[src/hw/rtl/utf8_stream_decoder_top_defines.svh]
// Assertion macros for the UTF-8 stream decoder.
`ifndef UTF8_STREAM_DECODER_TOP_DEFINES_SVH
`define UTF8_STREAM_DECODER_TOP_DEFINES_SVH

// Same-cycle implication.
`define UTF8D_ASSERT_NOW(lbl, ante, cons, msg) \
   lbl: assert property (@(posedge clock) disable iff (reset) (ante) |-> (cons)) \
      else $error(msg);

// Next-cycle implication.
`define UTF8D_ASSERT_NEXT(lbl, ante, cons, msg) \
   lbl: assert property (@(posedge clock) disable iff (reset) (ante) |=> (cons)) \
      else $error(msg);

`endif

[src/hw/rtl/utf8d_pkg.sv]
package utf8d_pkg;

   localparam int unsigned CodeWidth   = 21;
   localparam int unsigned CountWidth  = 3;
   localparam int unsigned MaxResults  = 4;

   localparam logic [7:0]  ContMask    = 8'hC0;
   localparam logic [7:0]  ContTag     = 8'h80;
   localparam logic [7:0]  Lead2Mask   = 8'hE0;
   localparam logic [7:0]  Lead2Tag    = 8'hC0;
   localparam logic [7:0]  Lead3Mask   = 8'hF0;
   localparam logic [7:0]  Lead3Tag    = 8'hE0;
   localparam logic [7:0]  Lead4Mask   = 8'hF8;
   localparam logic [7:0]  Lead4Tag    = 8'hF0;

   localparam logic [20:0] Min2        = 21'h000080;
   localparam logic [20:0] Min3        = 21'h000800;
   localparam logic [20:0] Min4        = 21'h010000;
   localparam logic [20:0] MaxCode     = 21'h10FFFF;
   localparam logic [20:0] SurrLow     = 21'h00D800;
   localparam logic [20:0] SurrHigh    = 21'h00DFFF;

   localparam logic [2:0]  LenNone     = 3'd0;
   localparam logic [2:0]  Len1        = 3'd1;
   localparam logic [2:0]  Len2        = 3'd2;
   localparam logic [2:0]  Len3        = 3'd3;
   localparam logic [2:0]  Len4        = 3'd4;

   // One result word.
   typedef struct packed {
      logic [CodeWidth-1:0]  code;
      logic                  valid;
      logic [CountWidth-1:0] count;
   } res_type;

   // All results caused by one input byte.
   typedef struct packed {
      res_type [MaxResults-1:0] ent;
      logic [2:0]               n;
   } burst_type;

   // Sequence state seen by the top level for checking.
   typedef struct packed {
      logic [2:0] exp_len;
      logic [1:0] rcv_cnt;
   } dec_status_type;

endpackage

[src/hw/rtl/utf8d_core.sv]
// Decoder state and the per-byte step: from the held sequence and one byte,
// builds the full list of results and the next state combinationally.
module utf8d_core (
   input  logic                       clock,
   input  logic                       reset,
   input  logic                       step_en,
   input  logic [7:0]                 data_byte,
   input  logic                       end_of_stream,
   output utf8d_pkg::burst_type       burst,
   output utf8d_pkg::dec_status_type  status
);

   logic [7:0]  pend_ff [3];
   logic [7:0]  pend_in [3];
   logic [2:0]  exp_ff, exp_in;
   logic [1:0]  rcv_ff, rcv_in;
   logic [20:0] part_ff, part_in;

   function automatic utf8d_pkg::burst_type push(utf8d_pkg::burst_type b,
                                                 utf8d_pkg::res_type r);
      if (b.n < 3'(utf8d_pkg::MaxResults)) begin
         b.ent[b.n[1:0]] = r;
         b.n = b.n + 3'd1;
      end
      return b;
   endfunction

   function automatic utf8d_pkg::res_type raw(logic [7:0] b);
      utf8d_pkg::res_type r;
      r.code  = {13'd0, b};
      r.valid = 1'b0;
      r.count = 3'd1;
      return r;
   endfunction

   always_comb begin
      utf8d_pkg::burst_type bst;
      utf8d_pkg::res_type   r;
      logic                 do_flush;
      logic                 do_tail;
      logic                 do_lead;
      logic [20:0]          v;
      logic [20:0]          vmin;
      logic                 bad;
      logic [1:0]           held;

      bst      = '0;
      r        = '0;
      do_flush = 1'b0;
      do_tail  = 1'b0;
      do_lead  = 1'b0;
      pend_in  = pend_ff;
      exp_in   = exp_ff;
      rcv_in   = rcv_ff;
      part_in  = part_ff;
      v        = {part_ff[14:0], data_byte[5:0]};
      held     = rcv_ff;

      case (exp_ff)
         utf8d_pkg::Len2: vmin = utf8d_pkg::Min2;
         utf8d_pkg::Len3: vmin = utf8d_pkg::Min3;
         default:         vmin = utf8d_pkg::Min4;
      endcase
      bad = (v < vmin) || (v > utf8d_pkg::MaxCode) ||
            ((v >= utf8d_pkg::SurrLow) && (v <= utf8d_pkg::SurrHigh));

      if (exp_ff != utf8d_pkg::LenNone) begin
         if ((data_byte & utf8d_pkg::ContMask) == utf8d_pkg::ContTag) begin
            if (({1'b0, rcv_ff} + 3'd1) >= exp_ff) begin
               if (!bad) begin
                  r.code  = v;
                  r.valid = 1'b1;
                  r.count = exp_ff;
                  bst     = push(bst, r);
                  exp_in  = utf8d_pkg::LenNone;
                  rcv_in  = 2'd0;
                  part_in = '0;
               end else begin
                  do_flush = 1'b1;
                  do_tail  = 1'b1;
               end
            end else if (rcv_ff < 2'd3) begin
               pend_in[rcv_ff] = data_byte;
               rcv_in          = rcv_ff + 2'd1;
               part_in         = v;
            end else begin
               do_flush = 1'b1;
               do_tail  = 1'b1;
            end
         end else begin
            do_flush = 1'b1;
            do_lead  = 1'b1;
         end
      end else begin
         do_lead = 1'b1;
      end

      // broken or rejected sequence: held bytes go out raw, in order
      if (do_flush) begin
         for (int i = 0; i < 3; i++) begin
            if (2'(i) < held) begin
               bst = push(bst, raw(pend_ff[i]));
            end
         end
         exp_in  = utf8d_pkg::LenNone;
         rcv_in  = 2'd0;
         part_in = '0;
      end
      if (do_tail) begin
         bst = push(bst, raw(data_byte));
      end

      if (do_lead) begin
         if (!data_byte[7]) begin
            r.code  = {13'd0, data_byte};
            r.valid = 1'b1;
            r.count = 3'd1;
            bst     = push(bst, r);
         end else if ((data_byte & utf8d_pkg::Lead2Mask) == utf8d_pkg::Lead2Tag) begin
            pend_in[0] = data_byte;
            rcv_in     = 2'd1;
            exp_in     = utf8d_pkg::Len2;
            part_in    = {16'd0, data_byte[4:0]};
         end else if ((data_byte & utf8d_pkg::Lead3Mask) == utf8d_pkg::Lead3Tag) begin
            pend_in[0] = data_byte;
            rcv_in     = 2'd1;
            exp_in     = utf8d_pkg::Len3;
            part_in    = {17'd0, data_byte[3:0]};
         end else if ((data_byte & utf8d_pkg::Lead4Mask) == utf8d_pkg::Lead4Tag) begin
            pend_in[0] = data_byte;
            rcv_in     = 2'd1;
            exp_in     = utf8d_pkg::Len4;
            part_in    = {18'd0, data_byte[2:0]};
         end else begin
            bst = push(bst, raw(data_byte));
         end
      end

      // end of stream drains whatever is still held
      if (end_of_stream && (exp_in != utf8d_pkg::LenNone)) begin
         for (int i = 0; i < 3; i++) begin
            if (2'(i) < rcv_in) begin
               bst = push(bst, raw(pend_in[i]));
            end
         end
         exp_in  = utf8d_pkg::LenNone;
         rcv_in  = 2'd0;
         part_in = '0;
      end

      burst = bst;
   end

   always_ff @(posedge clock) begin
      if (reset) begin
         exp_ff  <= utf8d_pkg::LenNone;
         rcv_ff  <= 2'd0;
         part_ff <= '0;
      end else if (step_en) begin
         exp_ff  <= exp_in;
         rcv_ff  <= rcv_in;
         part_ff <= part_in;
      end
   end

   always_ff @(posedge clock) begin
      if (step_en) begin
         pend_ff <= pend_in;
      end
   end

   assign status.exp_len = exp_ff;
   assign status.rcv_cnt = rcv_ff;

endmodule

[src/hw/rtl/utf8_stream_decoder_top.sv]
// channel | dir | handshake            | tdata                        | tuser / tlast
// req     | in  | req_tvalid/tready    | [7:0] data_byte              | tlast end_of_stream
// rsp     | out | rsp_tvalid/tready    | [20:0] code_value,           | tuser is_valid,
//         |     |                      | [23:21] byte_count           | tlast last_of_run
//
// One byte per cycle when each byte yields at most one word; a byte that
// yields several words holds the input side while the result buffer
// drains, one word per cycle. Stages: input register, then result buffer.
// Synchronous active-high reset clears the sequence state and both stages;
// no clearing pass. A stall on rsp halts both rates, backing up through the
// result buffer into the input register, then to req_tready.
`include "utf8_stream_decoder_top_defines.svh"

module utf8_stream_decoder_top (
   input  logic        clock,
   input  logic        reset,
   // input byte stream
   input  logic        req_tvalid,
   output logic        req_tready,
   input  logic [7:0]  req_tdata,    // [7:0] data_byte
   input  logic        req_tlast,    // end_of_stream
   // decoded result stream
   output logic        rsp_tvalid,
   input  logic        rsp_tready,
   output logic [23:0] rsp_tdata,    // [20:0] code_value, [23:21] byte_count
   output logic        rsp_tuser,    // [0] is_valid
   output logic        rsp_tlast     // last_of_run
);

   // input register
   logic       in_vld_ff, in_vld_in;
   logic [7:0] in_byte_ff;
   logic       in_eos_ff;

   // result buffer: all words of one byte, read out in order
   utf8d_pkg::burst_type buf_ff;
   logic [2:0]           buf_cnt_ff, buf_cnt_in;
   logic [1:0]           rd_ff, rd_in;

   utf8d_pkg::burst_type      burst;
   utf8d_pkg::dec_status_type status;
   utf8d_pkg::res_type        cur;

   logic req_fire;
   logic rsp_fire;
   logic rsp_last;
   logic buf_free;
   logic process;

   assign rsp_tvalid = (buf_cnt_ff != 3'd0);
   assign rsp_fire   = rsp_tvalid && rsp_tready;
   assign rsp_last   = ({1'b0, rd_ff} == (buf_cnt_ff - 3'd1));

   // buffer can take a new burst when empty or when its final word leaves now
   assign buf_free   = (buf_cnt_ff == 3'd0) || (rsp_fire && rsp_last);
   assign process    = in_vld_ff && buf_free;
   assign req_tready = !in_vld_ff || process;
   assign req_fire   = req_tvalid && req_tready;

   utf8d_core u_core (
      .clock         (clock),
      .reset         (reset),
      .step_en       (process),
      .data_byte     (in_byte_ff),
      .end_of_stream (in_eos_ff),
      .burst         (burst),
      .status        (status)
   );

   always_comb begin
      in_vld_in = in_vld_ff;
      if (req_fire) begin
         in_vld_in = 1'b1;
      end else if (process) begin
         in_vld_in = 1'b0;
      end
   end

   always_comb begin
      buf_cnt_in = buf_cnt_ff;
      rd_in      = rd_ff;
      if (process) begin
         buf_cnt_in = burst.n;
         rd_in      = 2'd0;
      end else if (rsp_fire) begin
         if (rsp_last) begin
            buf_cnt_in = 3'd0;
            rd_in      = 2'd0;
         end else begin
            rd_in = rd_ff + 2'd1;
         end
      end
   end

   always_ff @(posedge clock) begin
      if (reset) begin
         in_vld_ff  <= 1'b0;
         buf_cnt_ff <= 3'd0;
         rd_ff      <= 2'd0;
      end else begin
         in_vld_ff  <= in_vld_in;
         buf_cnt_ff <= buf_cnt_in;
         rd_ff      <= rd_in;
      end
   end

   always_ff @(posedge clock) begin
      if (req_fire) begin
         in_byte_ff <= req_tdata;
         in_eos_ff  <= req_tlast;
      end
      if (process) begin
         buf_ff <= burst;
      end
   end

   assign cur       = buf_ff.ent[rd_ff];
   assign rsp_tdata = {cur.count, cur.code};
   assign rsp_tuser = cur.valid;
   assign rsp_tlast = rsp_last;

   // read pointer stays inside the loaded burst
   `UTF8D_ASSERT_NOW(a_rd_in_range, rsp_tvalid, ({1'b0, rd_ff} < buf_cnt_ff), "read index past burst")
   // an open sequence holds at least one byte and fewer than its length
   `UTF8D_ASSERT_NOW(a_open_seq, (status.exp_len != utf8d_pkg::LenNone), ((status.rcv_cnt != 2'd0) && ({1'b0, status.rcv_cnt} < status.exp_len)), "bad sequence state")
   // end of stream always leaves the decoder with no open sequence
   `UTF8D_ASSERT_NEXT(a_eos_closes, (process && in_eos_ff), (status.exp_len == utf8d_pkg::LenNone), "sequence open after end of stream")

endmodule
[config.mk]
export PLATFORM = sky130hd
export DESIGN_NAME = utf8_stream_decoder_top
export DESIGN_NICKNAME = d
export VERILOG_FILES = /design/src/hw/rtl/utf8d_pkg.sv /design/src/hw/rtl/utf8d_core.sv /design/src/hw/rtl/utf8_stream_decoder_top.sv
export VERILOG_INCLUDE_DIRS = /design/src /design/src/hw/rtl
export SDC_FILE = /design/constraint.sdc
export NUM_CORES = 1
export LEC_CHECK = 0
export BUFFER_PORTS_ARGS = -buffer_cell sky130_fd_sc_hd__buf_2
export CAP_MARGIN = 20
export CORE_UTILIZATION = 35
export CTS_BUF_LIST = sky130_fd_sc_hd__clkbuf_4
export DETAILED_ROUTE_END_ITERATION = 8
export GPL_ROUTABILITY_DRIVEN = 0
export SLEW_MARGIN = 20
export SYNTH_ARGS = -nofsm -noshare
export SYNTH_HDL_FRONTEND = slang
export SYNTH_SLANG_ARGS = --single-unit
[constraint.sdc]
create_clock -name clock -period 8.25 [get_ports clock]
set_clock_uncertainty 0.15 [all_clocks]
set_input_delay 1.65 -clock clock [delete_from_list [all_inputs] [get_ports clock]]
set_output_delay 1.65 -clock clock [all_outputs]
set_load 0.02 [all_outputs]
==> metrics.md <==
| Metric | Value |
|---|---|
| Status | finished clean |
| Critical-path top delay cell | and3b_1 |
| Die footprint | between 20000 and 25000 sq um |
| Filler cells | 2108 |
| Maximum level of the CTS H-tree | 4 |
| Starting Density | a little over a third |
| PwrDens | around 150 nW/um^2 |
| Psw | between 300 and 400 uW |
| WHS | approximately 0.35 ns |
| Placed cell count | around 1000 |
| Post-DR wirelength/cell | 21.4 um |
| Die Wd | between 100 and 150 um |
| Worst relative slew slack | between 20% and 30% |
| Pre-CTS WS | around 0.4 ns |
| Netlist cell types | 75 |
| Cell area after synthesis | approximately 7600 sq um |
| Synth Instances | 762 |
| Worst-Margin Slew | roughly 1.1 ns |
| I/O pin count | 41 |
| YS warnings | 0 |
| Launch point of the worst hold path | u_core.part_ff[4] |
| Worst R2R Path Depth | 29 |
| Iter 0 DRT Violations | between 800 and 900 |
| Vias | ~6500 |
| Cell family with most CP delay | adder cells |
| Top FF cell, synth | edfxtp_1 |
| Critical R2R Launch | u_core.rcv_ff[1] |
| Peak supply drop | 0.0741 mV |
| CTS Hold Bufs | 0 |
| Sequential share of power | between 50% and 60% |
| Sequential cell area | between 3000 and 4000 sq um |
| Vias in the first global route | between 6000 and 7000 |
| CP Launch Type | flop |
| FF-to-FF End | buf_ff[89] |
| Flop2flop setup slack | approximately 0.67 ns |
| Most used cell, CP | ha_1 |
| TNS Setup | 0 ns |
| Crit path DAT | roughly 8 ns |
| Row cnt | between 50 and 60 |
| Synthesis-stage register bit count | ~110 |
| Final setup fails | 0 |
| Area of the multi-input gates | slightly above 4000 sq um |
| Avg Inst Size Synth | 9.92 sq um |
| Global route overflow | 0 |
| Initial antenna violation count | 1 |
| Post-layout nets | 838 |
| Worst Hold Class | reg2reg |
| Core Region | between 20000 and 25000 sq um |
| Post-Route WL | between 20 and 25 mm |
| Post-synthesis sequential area ratio | between 40% and 50% |
| Worst Setup SP | u_core.rcv_ff[1] |
| Final min period | 7.58 ns |
| Later-pin clock latency in the skew report | ~0.56 ns |
| Detail Placement HPWL | 17.3 mm |
| Antenna Nets Post-Route | 0 |
| MaxCap Viol Count | 0 |
| F_max | roughly 0.13 GHz |
| Die Height | about 150 um |
| Cell internal pwr | about 890 uW |
| Max Root-Sink Buffers | 2 |
| Post-synthesis net count | 810 |
| Post-synth EDFFs | around 90 |
| RSZ-0062 raised after global routing | false |
| Endpoints failing hold | 0 |
| Via/cell ratio | roughly 6.0 |
| Final-report max-slew violation count | 0 |
| Port Buffers | 40 |
| Clock slew at reported path FFs | around 0.11 ns |
| Post-route DRC violation count | 0 |
| Asr flop ratio synth | 0% |
| Layout area overhead | 9.93% |
| Critical path class | reg2reg |
| Total GRT Usage | 21.2% |
| Post-route setup slack | approximately 0.67 ns |
| Combinational power share | 14.0% |
| Max incr delay on CP | 0.61 ns |
| First-pass GRT wire length | roughly 35 mm |
| Setup bufs post-CTS | 0 |
| Share of cells above drive strength 1 | between 10% and 20% |
| Final cell count without fillers | between 1000 and 1500 |
| CP Buf/Inv Count | 4 |
| WP data required | around 8.5 ns |
| CTS tree | yes |
| WHS Path Cells | 1 |
| Hold Path Sink | u_core.part_ff[10] |
| TritonRoute pass-1 iters | 5 |
| Pin count of the biggest net entering global routing | 65 |
| Final period utilization | 91.9% |
| CTS sink cnt | 114 |
| CTS buffer count | 17 |
| Post-layout util | between 30% and 40% |
| Sw frac | between 30% and 40% |
| Worst-path maximum fanout | 21 |
| CTS root buf | clkbuf_4 |
| Clock share of power | between 30% and 40% |
| LEAKAGE | 0.00303 uW |
| CP Capture Type | flop |
[flip-flops by register name, indices dropped and copies added, names as in the netlist]
name / count
buf_ff: 55
u_core.pend_ff: 24
u_core.part_ff: 15
in_byte_ff: 8
buf_cnt_ff: 3
u_core.exp_ff: 3
rd_ff: 2
u_core.rcv_ff: 2
in_eos_ff: 1
in_vld_ff: 1
[synth_stat cells (all sizes together) (3+ instances only)]
| cell type | number | area [sq um] |
|---|---|---|
| o31ai | 3 | 22.5 |
| mux4 | 10 | 225 |
| clkbuf | 26 | 97.6 |
| nor4 | 4 | 40.0 |
| o31a | 3 | 26.3 |
| and3 | 8 | 50.1 |
| o21a | 5 | 38.8 |
| inv | 37 | 139 |
| xnor2 | 7 | 68.8 |
| nand2b | 8 | 50.1 |
| nor2b | 7 | 43.8 |
| nor2 | 45 | 169 |
| a211oi | 12 | 100 |
| o21ai | 44 | 231 |
| a2bb2oi | 3 | 26.3 |
| dfxtp | 26 | 521 |
| nand2 | 48 | 183 |
| nor3 | 19 | 100 |
| o21bai | 3 | 30.0 |
| a22o | 27 | 236 |
| a22oi | 33 | 253 |
| a21oi | 52 | 268 |
| or2 | 4 | 25.0 |
| o221ai | 7 | 61.3 |
| and2 | 44 | 275 |
| a221o | 5 | 50.1 |
| ha | 35 | 438 |
| mux2 | 8 | 90.1 |
| edfxtp | 88 | 2640 |
| a221oi | 17 | 149 |
| buf | 17 | 92.6 |
| a31oi | 9 | 62.6 |
| o211ai | 9 | 67.6 |
| a21o | 4 | 30.0 |
| o22ai | 19 | 119 |
| nor3b | 4 | 41.3 |
| or3 | 7 | 43.8 |
| xor2 | 3 | 26.3 |
| mux2i | 10 | 100 |
| nand3 | 18 | 100 |
[layout by cell type (no fill, tap or decap), types with 11 or more instances in the layout]
master / n
a21oi_1: 50
a221oi_1: 17
a22o_1: 27
a22oi_1: 32
and2_1: 44
buf_2: 40
buf_4: 11
clkbuf_4: 19
dfxtp_1: 25
edfxtp_1: 88
ha_1: 35
inv_1: 36
nand2_1: 47
nand3_1: 16
nor2_1: 45
nor3_1: 18
o21ai_0: 37
o22ai_1: 19
[final cells by class]
| class | count | share of cell area, % |
|---|---|---|
| multi-input cells | 568 | 49.1 |
| flip-flops and latches | 114 | 38.1 |
| well taps | 275 | 4.14 |
| repair buffers | 52 | 3.49 |
| clock inverters | 14 | 1.85 |
| inverters | 37 | 1.67 |
| clock buffers | 18 | 1.63 |
| diodes | 1 | 0.0301 |
[per-layer routing]
layer	part of all wire, %	global-route usage, %
met1	46	30.9
met2	42	30.4
met3	9.1	4.43
met4	2.9	8.27
met5	0	0
[cells by family (layout without fill, tap and decap cells)]
logic type,count (synthesis),after routing,synth area share (%)
buf+inv,80,121,4.35
simple gates,221,221,15.4
flops,114,114,41.8
xor+xnor,10,10,1.26
mux,28,28,5.50
other cells,0,1,0
fa+ha+maj,35,35,5.79
compound gates,274,274,25.9
[power by group through the flow]
stage / combinational [uW] / clock (uW) / sequential (uW)
4_1_cts: 175 / 437 / 672
2_1_floorplan: 129 / 0 / 671
3_3_place_gp: 176 / 0 / 684
3_5_place_dp: 175 / 0 / 685
6_report: 180 / 431 / 672
5_1_grt: 193 / 459 / 675
[per-stage QoR]
step	power (uW)	cell area, sq um
after detailed placement	859	8000
after floorplan	800	7560
final	1280	8310
after global routing	1330	8310
after CTS	1280	8280
after global placement	860	8000
[how the worst max path moves through the flow]
stage | to | cells after the start
6_report | buf_ff[89] | 29
5_1_grt | buf_ff[89] | 29
4_1_cts | buf_ff[11] | 27
3_5_place_dp | buf_ff[11] | 27
3_3_place_gp | buf_ff[9] | 27
2_1_floorplan | buf_ff[3] | 34
[what timing repair did]
action | in CTS | in global routing
endpoints found under the hold margin | 0 | 0
setup endpoints to repair | 0 | 24
resized for setup | 0 | 3
(Power assumes the default switching activity.)
